$ cat config.mk
export PLATFORM = sky130hd
export DESIGN_NAME = rgb_to_hsv_converter
export DESIGN_NICKNAME = d
export VERILOG_FILES = /design/src/rhc_pkg.sv /design/src/rhc_classify.sv /design/src/rgb_to_hsv_converter.sv
export SDC_FILE = /design/constraint.sdc
export NUM_CORES = 1
export LEC_CHECK = 0
export ABC_AREA = 1
export BUFFER_PORTS_ARGS = -buffer_cell sky130_fd_sc_hd__buf_2
export CAP_MARGIN = 5
export CORE_MARGIN = 2
export CORE_UTILIZATION = 50
export DETAILED_ROUTE_END_ITERATION = 16
export MAX_ROUTING_LAYER = met4
export PLACE_DENSITY = 0.66
export SYNTH_ARGS = -nofsm -noshare
export SYNTH_HDL_FRONTEND = slang
export SYNTH_SLANG_ARGS = --single-unit
$ cat constraint.sdc
create_clock -name clk -period 18 [get_ports clk]
set_input_delay 0 -clock clk [delete_from_list [all_inputs] [get_ports clk]]
set_output_delay 0 -clock clk [all_outputs]
set_load 0.05 [all_outputs]
$ cat src/rhc_pkg.sv
// types, constants and divider step functions for the rgb to hsv converter
// no dependencies; used by rhc_classify and rgb_to_hsv_converter
package rhc_pkg;

  // channel and result widths
  localparam int CH_W    = 8;
  localparam int HUE_W   = 17;
  localparam int REM_W   = 11;   // hue divisor 6*d and its remainder, up to 1530
  localparam int NUM_W   = 12;   // signed hue dividend before clamping
  localparam int DIFF_W  = 9;    // signed channel difference
  localparam int SATN_W  = 16;   // 255*d

  // offsets picked by the minimum channel, and the sector count
  localparam int I_RED_MIN   = 3;
  localparam int I_GREEN_MIN = 5;
  localparam int I_BLUE_MIN  = 1;
  localparam int HUE_SECTORS = 6;
  localparam int SAT_SCALE   = 255;

  // divider layout: one leading hue bit, then HUE_STEPS hue bits and
  // SAT_STEPS saturation bits in each of DIV_STAGES stages
  localparam int DIV_STAGES = 4;
  localparam int HUE_STEPS  = (HUE_W - 1) / DIV_STAGES;
  localparam int SAT_STEPS  = CH_W / DIV_STAGES;

  // input register, classify register, setup register, divider stages
  localparam int PIPE_DEPTH = 3 + DIV_STAGES;

  // which channel is the minimum, red tested first
  typedef enum logic [1:0] {
    SEL_RED_MIN,
    SEL_GREEN_MIN,
    SEL_BLUE_MIN
  } min_sel_t;

  // result of max/min classification
  typedef struct packed {
    logic [CH_W-1:0]          mx;
    logic [CH_W-1:0]          mn;
    min_sel_t                 sel;
    logic signed [DIFF_W-1:0] f;
  } cls_t;

  // payload of one divider stage
  typedef struct packed {
    logic [REM_W-1:0] hue_rem;
    logic [REM_W-1:0] hue_div;
    logic [HUE_W-1:0] hue_q;
    logic [CH_W-1:0]  sat_rem;
    logic [CH_W-1:0]  sat_lo;
    logic [CH_W-1:0]  sat_q;
    logic [CH_W-1:0]  mx;
    logic             undef;
  } stage_t;

  // restoring division steps for hue and saturation; lead adds the top hue bit
  function automatic stage_t div_steps(input stage_t s, input logic lead);
    stage_t           t;
    logic [REM_W:0]   hr;
    logic [CH_W:0]    sr;
    t = s;
    // top hue bit: dividend never exceeds the divisor
    if (lead) begin
      if (t.hue_rem >= t.hue_div) begin
        t.hue_rem = t.hue_rem - t.hue_div;
        t.hue_q   = HUE_W'(1);
      end else begin
        t.hue_q   = '0;
      end
    end
    // hue quotient bits, zeros shifted in
    for (int k = 0; k < HUE_STEPS; k++) begin
      hr = {t.hue_rem, 1'b0};
      if (hr >= {1'b0, t.hue_div}) begin
        hr      = hr - {1'b0, t.hue_div};
        t.hue_q = {t.hue_q[HUE_W-2:0], 1'b1};
      end else begin
        t.hue_q = {t.hue_q[HUE_W-2:0], 1'b0};
      end
      t.hue_rem = hr[REM_W-1:0];
    end
    // saturation quotient bits, low dividend bits shifted in
    for (int k = 0; k < SAT_STEPS; k++) begin
      sr       = {t.sat_rem, t.sat_lo[CH_W-1]};
      t.sat_lo = {t.sat_lo[CH_W-2:0], 1'b0};
      if (sr >= {1'b0, t.mx}) begin
        sr      = sr - {1'b0, t.mx};
        t.sat_q = {t.sat_q[CH_W-2:0], 1'b1};
      end else begin
        t.sat_q = {t.sat_q[CH_W-2:0], 1'b0};
      end
      t.sat_rem = sr[CH_W-1:0];
    end
    return t;
  endfunction

endpackage

$ cat src/rhc_classify.sv
// max/min classification of one pixel and hue offset selection
// depends on rhc_pkg
module rhc_classify
  import rhc_pkg::*;
(
  input  logic [CH_W-1:0] red,
  input  logic [CH_W-1:0] green,
  input  logic [CH_W-1:0] blue,
  output cls_t            cls
);

  logic [CH_W-1:0] mx_rg;
  logic [CH_W-1:0] mn_rg;
  logic [CH_W-1:0] mn;
  logic signed [DIFF_W-1:0] d_gb;
  logic signed [DIFF_W-1:0] d_br;
  logic signed [DIFF_W-1:0] d_rg;

  // largest and smallest channel
  assign mx_rg = (red > green) ? red : green;
  assign mn_rg = (red < green) ? red : green;
  assign mn    = (mn_rg < blue) ? mn_rg : blue;

  // channel differences, formed in parallel with the compares
  assign d_gb = $signed({1'b0, green}) - $signed({1'b0, blue});
  assign d_br = $signed({1'b0, blue}) - $signed({1'b0, red});
  assign d_rg = $signed({1'b0, red}) - $signed({1'b0, green});

  // offset selection, first minimum channel wins a tie
  always_comb begin
    cls.mx = (mx_rg > blue) ? mx_rg : blue;
    cls.mn = mn;
    if (red == mn) begin
      cls.sel = SEL_RED_MIN;
      cls.f   = d_gb;
    end else if (green == mn) begin
      cls.sel = SEL_GREEN_MIN;
      cls.f   = d_br;
    end else begin
      cls.sel = SEL_BLUE_MIN;
      cls.f   = d_rg;
    end
  end

endmodule

$ cat src/rgb_to_hsv_converter.sv
// rgb to hsv converter top level: pipelined max/min, setup and two dividers
// depends on rhc_pkg and rhc_classify
//
//  channel  dir  handshake          tdata                      tuser
//  in_      in   in_tvalid/tready   red, green, blue           -
//  out_     out  out_tvalid/tready  hue, saturation, brightness hue_undefined
//
// one pixel per clock while out_tready does not stall; seven register stages,
// input through last divider stage; the depth is set by the hue divider, five bits
// per stage in the first divider stage and four in each of the three after it
// stalls propagate stage by stage, so empty stages keep filling while a
// result waits; rst_n clears all valid bits, data registers hold no reset
module rgb_to_hsv_converter
  import rhc_pkg::*;
(
  input  logic        clk,
  input  logic        rst_n,
  input  logic        in_tvalid,
  output logic        in_tready,
  input  logic [23:0] in_tdata,    // red[7:0], green[15:8], blue[23:16]
  output logic        out_tvalid,
  input  logic        out_tready,
  output logic [39:0] out_tdata,   // hue[16:0], saturation[24:17], brightness[32:25], zero
  output logic        out_tuser    // hue_undefined[0]
);

  logic [PIPE_DEPTH-1:0] valid_r;
  logic [PIPE_DEPTH-1:0] valid_nxt;
  logic [PIPE_DEPTH-1:0] rdy;

  logic [3*CH_W-1:0] rgb_r;
  cls_t              cls_nxt;
  cls_t              cls_r;
  stage_t            stg_nxt [DIV_STAGES+1];
  stage_t            stg_r   [DIV_STAGES+1];

  logic [CH_W-1:0]         dd;
  logic [REM_W-1:0]        id;
  logic signed [NUM_W-1:0] num;

  // per-stage ready: a stage moves when empty or when the next one moves
  always_comb begin
    rdy[PIPE_DEPTH-1] = !valid_r[PIPE_DEPTH-1] || out_tready;
    for (int k = PIPE_DEPTH - 2; k >= 0; k--) begin
      rdy[k] = !valid_r[k] || rdy[k+1];
    end
  end

  assign in_tready = rdy[0];

  // valid bits travel with the data
  always_comb begin
    valid_nxt = valid_r;
    if (rdy[0]) begin
      valid_nxt[0] = in_tvalid;
    end
    for (int k = 1; k < PIPE_DEPTH; k++) begin
      if (rdy[k]) begin
        valid_nxt[k] = valid_r[k-1];
      end
    end
  end

  always_ff @(posedge clk) begin
    if (!rst_n) begin
      valid_r <= '0;
    end else begin
      valid_r <= valid_nxt;
    end
  end

  // classify the registered pixel
  rhc_classify u_classify (
    .red   (rgb_r[CH_W-1:0]),
    .green (rgb_r[2*CH_W-1:CH_W]),
    .blue  (rgb_r[3*CH_W-1:2*CH_W]),
    .cls   (cls_nxt)
  );

  // setup: range, hue dividend and divisor, saturation dividend
  always_comb begin
    dd = cls_r.mx - cls_r.mn;
    case (cls_r.sel)
      SEL_RED_MIN:   id = REM_W'(dd) * REM_W'(I_RED_MIN);
      SEL_GREEN_MIN: id = REM_W'(dd) * REM_W'(I_GREEN_MIN);
      SEL_BLUE_MIN:  id = REM_W'(dd) * REM_W'(I_BLUE_MIN);
      default:       id = '0;
    endcase
    num = $signed({1'b0, id}) - NUM_W'(cls_r.f);

    stg_nxt[0].hue_rem = num[NUM_W-1] ? '0 : num[REM_W-1:0];
    stg_nxt[0].hue_div = REM_W'(dd) * REM_W'(HUE_SECTORS);
    stg_nxt[0].hue_q   = '0;
    {stg_nxt[0].sat_rem, stg_nxt[0].sat_lo} = SATN_W'(dd) * SATN_W'(SAT_SCALE);
    stg_nxt[0].sat_q   = '0;
    stg_nxt[0].mx      = cls_r.mx;
    stg_nxt[0].undef   = (dd == '0);

    // divider stages; a gray pixel forces hue and saturation to zero at the end
    for (int j = 1; j <= DIV_STAGES; j++) begin
      stg_nxt[j] = div_steps(stg_r[j-1], j == 1);
    end
    if (stg_nxt[DIV_STAGES].undef) begin
      stg_nxt[DIV_STAGES].hue_q = '0;
      stg_nxt[DIV_STAGES].sat_q = '0;
    end
  end

  // data registers, loaded whenever their stage moves
  always_ff @(posedge clk) begin
    if (rdy[0]) begin
      rgb_r <= in_tdata[3*CH_W-1:0];
    end
    if (rdy[1]) begin
      cls_r <= cls_nxt;
    end
    for (int j = 0; j <= DIV_STAGES; j++) begin
      if (rdy[2+j]) begin
        stg_r[j] <= stg_nxt[j];
      end
    end
  end

  // result word
  assign out_tvalid = valid_r[PIPE_DEPTH-1];
  assign out_tdata  = {7'b0, stg_r[DIV_STAGES].mx, stg_r[DIV_STAGES].sat_q,
                       stg_r[DIV_STAGES].hue_q};
  assign out_tuser  = stg_r[DIV_STAGES].undef;

`ifndef ASSERT_OFF
  // gray pixels carry zero hue and saturation
  a_gray_zero: assert property (@(posedge clk) disable iff (!rst_n)
    out_tvalid && out_tuser |-> out_tdata[16:0] == 17'd0 && out_tdata[24:17] == 8'd0)
    else $error("gray pixel with nonzero hue or saturation");

  // a defined hue needs a nonzero brightness
  a_defined_bright: assert property (@(posedge clk) disable iff (!rst_n)
    out_tvalid && !out_tuser |-> out_tdata[32:25] != 8'd0)
    else $error("defined hue with zero brightness");

  // hue never exceeds a full circle
  a_hue_range: assert property (@(posedge clk) disable iff (!rst_n)
    out_tvalid && out_tdata[16] |-> out_tdata[15:0] == 16'd0)
    else $error("hue above full circle");

  // with no result waiting the whole pipeline can move
  a_ready_free: assert property (@(posedge clk) disable iff (!rst_n)
    !out_tvalid |-> in_tready)
    else $error("input stalled with empty output");
`endif

endmodule
==> results of run 1 <==
final cells by class:
class | count | area (sq um) | area share, %
sequential | 292 | 8698 | 30.93
clock inverter | 22 | 206.4 | 0.7341
inverter | 490 | 1852 | 6.585
clock buffer | 45 | 955.9 | 3.399
timing repair buffer | 96 | 630.6 | 2.242
tap | 680 | 850.8 | 3.025
multi-input combinational | 2223 | 14930 | 53.08
sequential cells by signal, summed over array words and instances, names as in the netlist:
signal and flops:
cls_r 27, rgb_r 24, stg_r 234, valid_r 7
stage by stage:
step | std cells | setup WS, ns
floorplan | 3080 | 9.233
global placement | 3754 | 7.895
detailed placement | 3754 | 7.684
CTS | 3848 | 7.615
global route | 3848 | 6.414
finish | 3848 | 7.565
worst paths after layout:
check / slack, ns / from / endpoint
worst max register to register: 7.57 / stg_r[0][51] / stg_r[0][135]
worst min-delay path: 0.15 / in_tdata[4] / rgb_r[4]
worst max-delay path: 7.57 / stg_r[0][51] / stg_r[0][135]
worst min register to register: 0.40 / stg_r[0][180] / stg_r[0][256]
per-layer routing:
| metal | vias up | share of wire [%] | wire length, microns | GRT usage, % |
|---|---|---|---|---|
| met5 | - | 0 | 0 | - |
| met4 | 0 | 3.5 | 2044 | 8.994 |
| met3 | 129 | 4.4 | 2592 | 2.714 |
| met2 | 487 | 48 | 28190 | 38.49 |
| met1 | 9531 | 44 | 26110 | 28.05 |
| li1 | 10430 | - | - | - |
synth_stat cells (15+ instances only):
library cell,number
inv_1,471
edfxtp_1,285
xnor2_1,53
buf_4,47
ha_1,335
nand2_2,22
fa_1,50
inv_2,15
or2_2,15
o21bai_1,34
o21ai_0,175
nor3_1,34
nand3_1,132
nor2_1,200
xor2_1,154
nand2_1,562
o21ai_1,37
nand4_1,23
a21oi_1,234
timing repair:
item / in CTS / in global routing
buffers inserted: 0 / 0
endpoints found under the hold margin: 29 / 0
hold buffers: 27 / 0
kinds of logic after synthesis:
family / Yosys count / synth area share, %
and+or+nand+nor: 1040 / 17.40
AOI/OAI and AO/OA: 583 / 12.96
buffers and inverters: 565 / 9.111
adders and majority gates: 385 / 19.99
DFF: 292 / 33.49
xor gates and xnor gates: 207 / 6.981
other: 1 / 0.01444
muxes: 1 / 0.04336
worst reg2reg max path, delay by kind of cell (launching register included):
| kind | cells | cell delay (ns) |
|---|---|---|
| AO/OA/AOI/OAI | 23 | 3.76 |
| AND/OR/NAND/NOR | 22 | 2.85 |
| adder cells (fa/ha/maj) | 6 | 2.11 |
| flip-flops | 1 | 0.60 |
| multiplexers | 1 | 0.51 |
| buffers and inverters | 4 | 0.36 |
==> metrics.csv, run 1 <==
stage,metric,value,unit
status,outcome,"complete, no violations",
logic_synthesis,post-synthesis cell type count,68,
logic_synthesis,Synth Register Bits,292,
finish,ANT cells,0,
routing,drt wl/cell,15.32,microns
critical_path,Reg2Reg Depth,56,
hold_path,Hold Path Depth,2,
logic_synthesis,mapped cell area,0.02597,sq mm
timing,Final Cycle Share,57.97,%
timing,Worst Tran Pin Value,1.089,ns
timing,Max Clock Skew,0.01978,ns
floorplanning,FP Rows,83,
global_route,vias in the first global route,20330,
placed_design,Area after DPL,0.02669,sq mm
critical_path,CP required,18.30,ns
clock_network,CTS Sinks,292,
placed_design,final weighted congestion in routability-driven placement,0.9271,
timing,RSZ-0062 raised after global routing,false,
clock_network,later-pin clock latency in the skew report,0.56,ns
timing,max-slew violations,0,
timing,Final setup viols,0,
timing,post-layout minimum cycle time,10.43,ns
timing,Min Hold Slack,0.1547,ns
hold_path,Hold Crit Class,primary input to flip-flop,
global_route,gr usage total,22.87,%
critical_path,Worst path most repeated cell,nand2_1,
logic_synthesis,Area contributors post-synth,"edfxtp_1 (33%), ha_1 (16%), nand2_1 (8.1%), inv_1 (6.8%), xor2_1 (5.2%)",
routing,First DRT Iteration DRCs,1081,
logic_synthesis,Cells after Synth,3074,
logic_synthesis,register area share after synthesis,33.49,%
timing,Worst slew margin,27.41,%
finish,share of layout cells above drive strength 1,7.481,%
floorplanning,die height,231.9,microns
timing,Fmax,0.09583,GHz
finish,fillers,4628,
routing,vias after detailed routing,20580,
global_route,largest net degree at the start of global routing,58,
logic_synthesis,Post-synth top flop,edfxtp_1,
critical_path,Crit path depth,56,
floorplanning,Initial Util,50.62,%
global_route,first-pass GRT wire length,97230,microns
clock_network,Root Buffer Master,clkbuf_16,
finish,"commonest non-fill, non-tap cell in the layout",nand2_1,
routing,TritonRoute pass-1 iters,5,
logic_synthesis,"area leader, netlist",edfxtp_1,
logic_synthesis,post-synth top area share,32.95,%
finish,"commonest cells after routing, fill and taps aside","nand2_1 (562), inv_1 (467), ha_1 (335)",
critical_path,Setup crit end kind,flip-flop,
logic_synthesis,Post-synth EDFFs,285,
timing,setup TNS,0,ns
critical_path,largest fanout on the critical path,20,
floorplanning,I/O pins,71,
floorplanning,DIE AREA,0.05378,sq mm
timing,Final Hold Fails,0,
finish,final instance area,0.02812,sq mm
clock_network,clock buffer depth,3,
floorplanning,chip width,231.9,microns
critical_path,WS Path Type,flip-flop to flip-flop,
critical_path,worst stage delay on the critical path,0.60,ns
critical_path,"Buf+Inv Stages, Crit Path",4,
critical_path,Startpoint Class,flip-flop,
flow_run,number of max-cap violations,0,
clock_network,"Reg clk slew, reported paths",0.06,ns
clock_network,maximum level of the CTS H-tree,2,
routing,ANT nets after route,0,
global_route,total congestion overflow,0,
routing,Remaining DRCs,0,
global_route,initial antenna violation count,1,
floorplanning,area of the core,0.05130,sq mm
placed_design,Buffers on Ports,63,
critical_path,WP data arrival,10.73,ns
logic_synthesis,async set-or-reset flop fraction in the synthesized netlist,0,%
finish,net count reported at finish,3553,
routing,final WL,58940,microns
logic_synthesis,Synth Area per Inst,8.448,sq um
finish,Finished Core Util,54.82,%
critical_path,CP top delay family,compound AO/OA/AOI/OAI gates,
finish,Area Overhead vs Synth,8.287,%
clock_network,post-cts resize count,0,
logic_synthesis,YS warnings,0,
critical_path,slowest cell on the critical path,edfxtp_1,
routing,Via density,5.347,
clock_network,CTS tree,yes,
clock_network,Num CTS Buffers,37,
placed_design,Final HPWL DP,46760,microns
Power of run 1 is not shown: default switching activity piles up to over one toggle a cycle in this logic, so the estimate is an artifact.
==> run 2, diff against run 1 <==
clock period = 10.3 ns   (was 18 ns; I/O delays follow)
==> metrics.csv, run 2 (synthesized netlist as in run 1, its figures left out) <==
stage,metric,value,unit
hold_path,Hold Path Depth,2,
global_route,vias in the first global route,20290,
clock_network,CTS tree,yes,
finish,Area Overhead vs Synth,8.740,%
finish,register with the highest flop count,stg_r,
finish,net count reported at finish,3571,
global_route,first-pass GRT wire length,96850,microns
flow_run,number of max-cap violations,0,
global_route,largest net degree at the start of global routing,58,
clock_network,clock buffer depth,3,
timing,Final Hold Fails,0,
finish,"commonest cells after routing, fill and taps aside","nand2_1 (562), inv_1 (463), ha_1 (335)",
floorplanning,FP Rows,83,
global_route,routing usage on met3,2.554,%
placed_design,Final HPWL DP,46980,microns
floorplanning,I/O pins,71,
critical_path,crit path from,stg_r[0][58],
critical_path,register-to-register setup slack,0.81,ns
routing,Via density,5.340,
hold_path,Hold Crit Class,primary input to flip-flop,
critical_path,Setup crit end kind,flip-flop,
timing,Final Cycle Share,92.16,%
routing,drt wl/cell,15.28,microns
routing,vias after detailed routing,20630,
timing,Max Clock Skew,0.02288,ns
critical_path,worst stage delay on the critical path,0.39,ns
finish,number of flip-flops under the largest register name,234,
critical_path,largest fanout on the critical path,15,
critical_path,Worst path most repeated cell,nand2_1,
global_route,met2 Use GR,39.20,%
critical_path,CP top delay family,compound AO/OA/AOI/OAI gates,
finish,Largest regs,"stg_r: 234 flops, cls_r: 27 flops, rgb_r: 24 flops",
global_route,met1 usage,27.81,%
critical_path,RR Endpoint,stg_r[0][136],
critical_path,Startpoint Class,flip-flop,
timing,Final setup viols,0,
clock_network,maximum level of the CTS H-tree,2,
finish,share of layout cells above drive strength 1,8.166,%
floorplanning,chip width,231.9,microns
routing,final WL,59030,microns
clock_network,CTS Sinks,292,
routing,ANT nets after route,0,
timing,Worst slew margin,21.18,%
floorplanning,die height,231.9,microns
global_route,gr usage total,22.72,%
global_route,gr busiest metal,met2,
finish,Post-Layout Cell Count,3864,
floorplanning,Initial Util,50.62,%
placed_design,Buffers on Ports,63,
hold_path,Hold EP,rgb_r[8],
clock_network,"Reg clk slew, reported paths",0.06,ns
clock_network,Num CTS Buffers,35,
finish,fillers,4674,
finish,Multi-input gate area,0.01497,sq mm
clock_network,Root Buffer Master,clkbuf_16,
timing,RSZ-0062 raised after global routing,false,
timing,max-slew violations,0,
routing,First DRT Iteration DRCs,1148,
timing,Worst Tran Pin Value,1.182,ns
floorplanning,DIE AREA,0.05378,sq mm
timing,setup TNS,0,ns
finish,"commonest non-fill, non-tap cell in the layout",nand2_1,
critical_path,"Buf+Inv Stages, Crit Path",9,
critical_path,launch point of the worst reg-to-reg path,stg_r[0][58],
critical_path,Reg2Reg Depth,60,
global_route,initial antenna violation count,0,
timing,Fmax,0.1054,GHz
critical_path,WS Path Type,flip-flop to flip-flop,
critical_path,WP data arrival,9.79,ns
clock_network,later-pin clock latency in the skew report,0.56,ns
routing,Remaining DRCs,0,
critical_path,CP required,10.59,ns
status,outcome,"complete, no violations",
placed_design,final weighted congestion in routability-driven placement,0.9328,
timing,post-layout minimum cycle time,9.492,ns
global_route,total congestion overflow,0,
finish,ANT cells,0,
routing,TritonRoute pass-1 iters,5,
placed_design,Placed Cells,3758,
floorplanning,area of the core,0.05130,sq mm
critical_path,slowest cell on the critical path,edfxtp_1,
hold_path,Hold Path Origin,in_tdata[8],
finish,Reg area,0.008698,sq mm
run 2: per-stage QoR:
stage / area [sq um] / hold slack, ns / setup WS, ns / utilization (%)
6_report: 28240 / 0.1508 / 0.8079 / 55.05
5_1_grt: 28240 / 0.1481 / 0.01124 / 55.05
4_1_cts: 28080 / 0.1208 / 0.2756 / 54.73
3_5_place_dp: 26720 / 0.1781 / 0.3510 / 52.08
3_3_place_gp: 26720 / 0.1767 / 0.6547 / 52.08
2_1_floorplan: 25990 / 0.09887 / 1.533 / -
run 2: how the worst max path moves through the flow:
stage / endpoint / depth (start not counted)
final: stg_r[0][136] / 60
after CTS: stg_r[0][134] / 57
after global placement: stg_r[0][134] / 56
after detailed placement: stg_r[0][134] / 57
after floorplan: stg_r[0][136] / 62
after global routing: stg_r[0][139] / 60
run 2: metal layers:
| layer | vias up | routed length (microns) |
|---|---|---|
| met5 | - | 0 |
| met4 | 0 | 1711 |
| met3 | 116 | 2345 |
| met2 | 436 | 28590 |
| met1 | 9604 | 26370 |
| li1 | 10480 | - |
run 2: layout make-up:
cell class,instances,area share [%]
flip-flops and latches,292,30.80
clock buffers,47,3.261
well taps,680,3.013
repair buffers,114,2.703
multi-input cells,2225,53.00
clock inverters,16,0.6292
inverters,490,6.597
run 2: what timing repair did:
action	CTS	global route
buffers inserted	0	15
setup endpoints to repair	0	11
endpoints found under the hold margin	30	0
gates resized for setup	0	12
hold buffers	26	0
Power of run 2 is left out for the same reason.
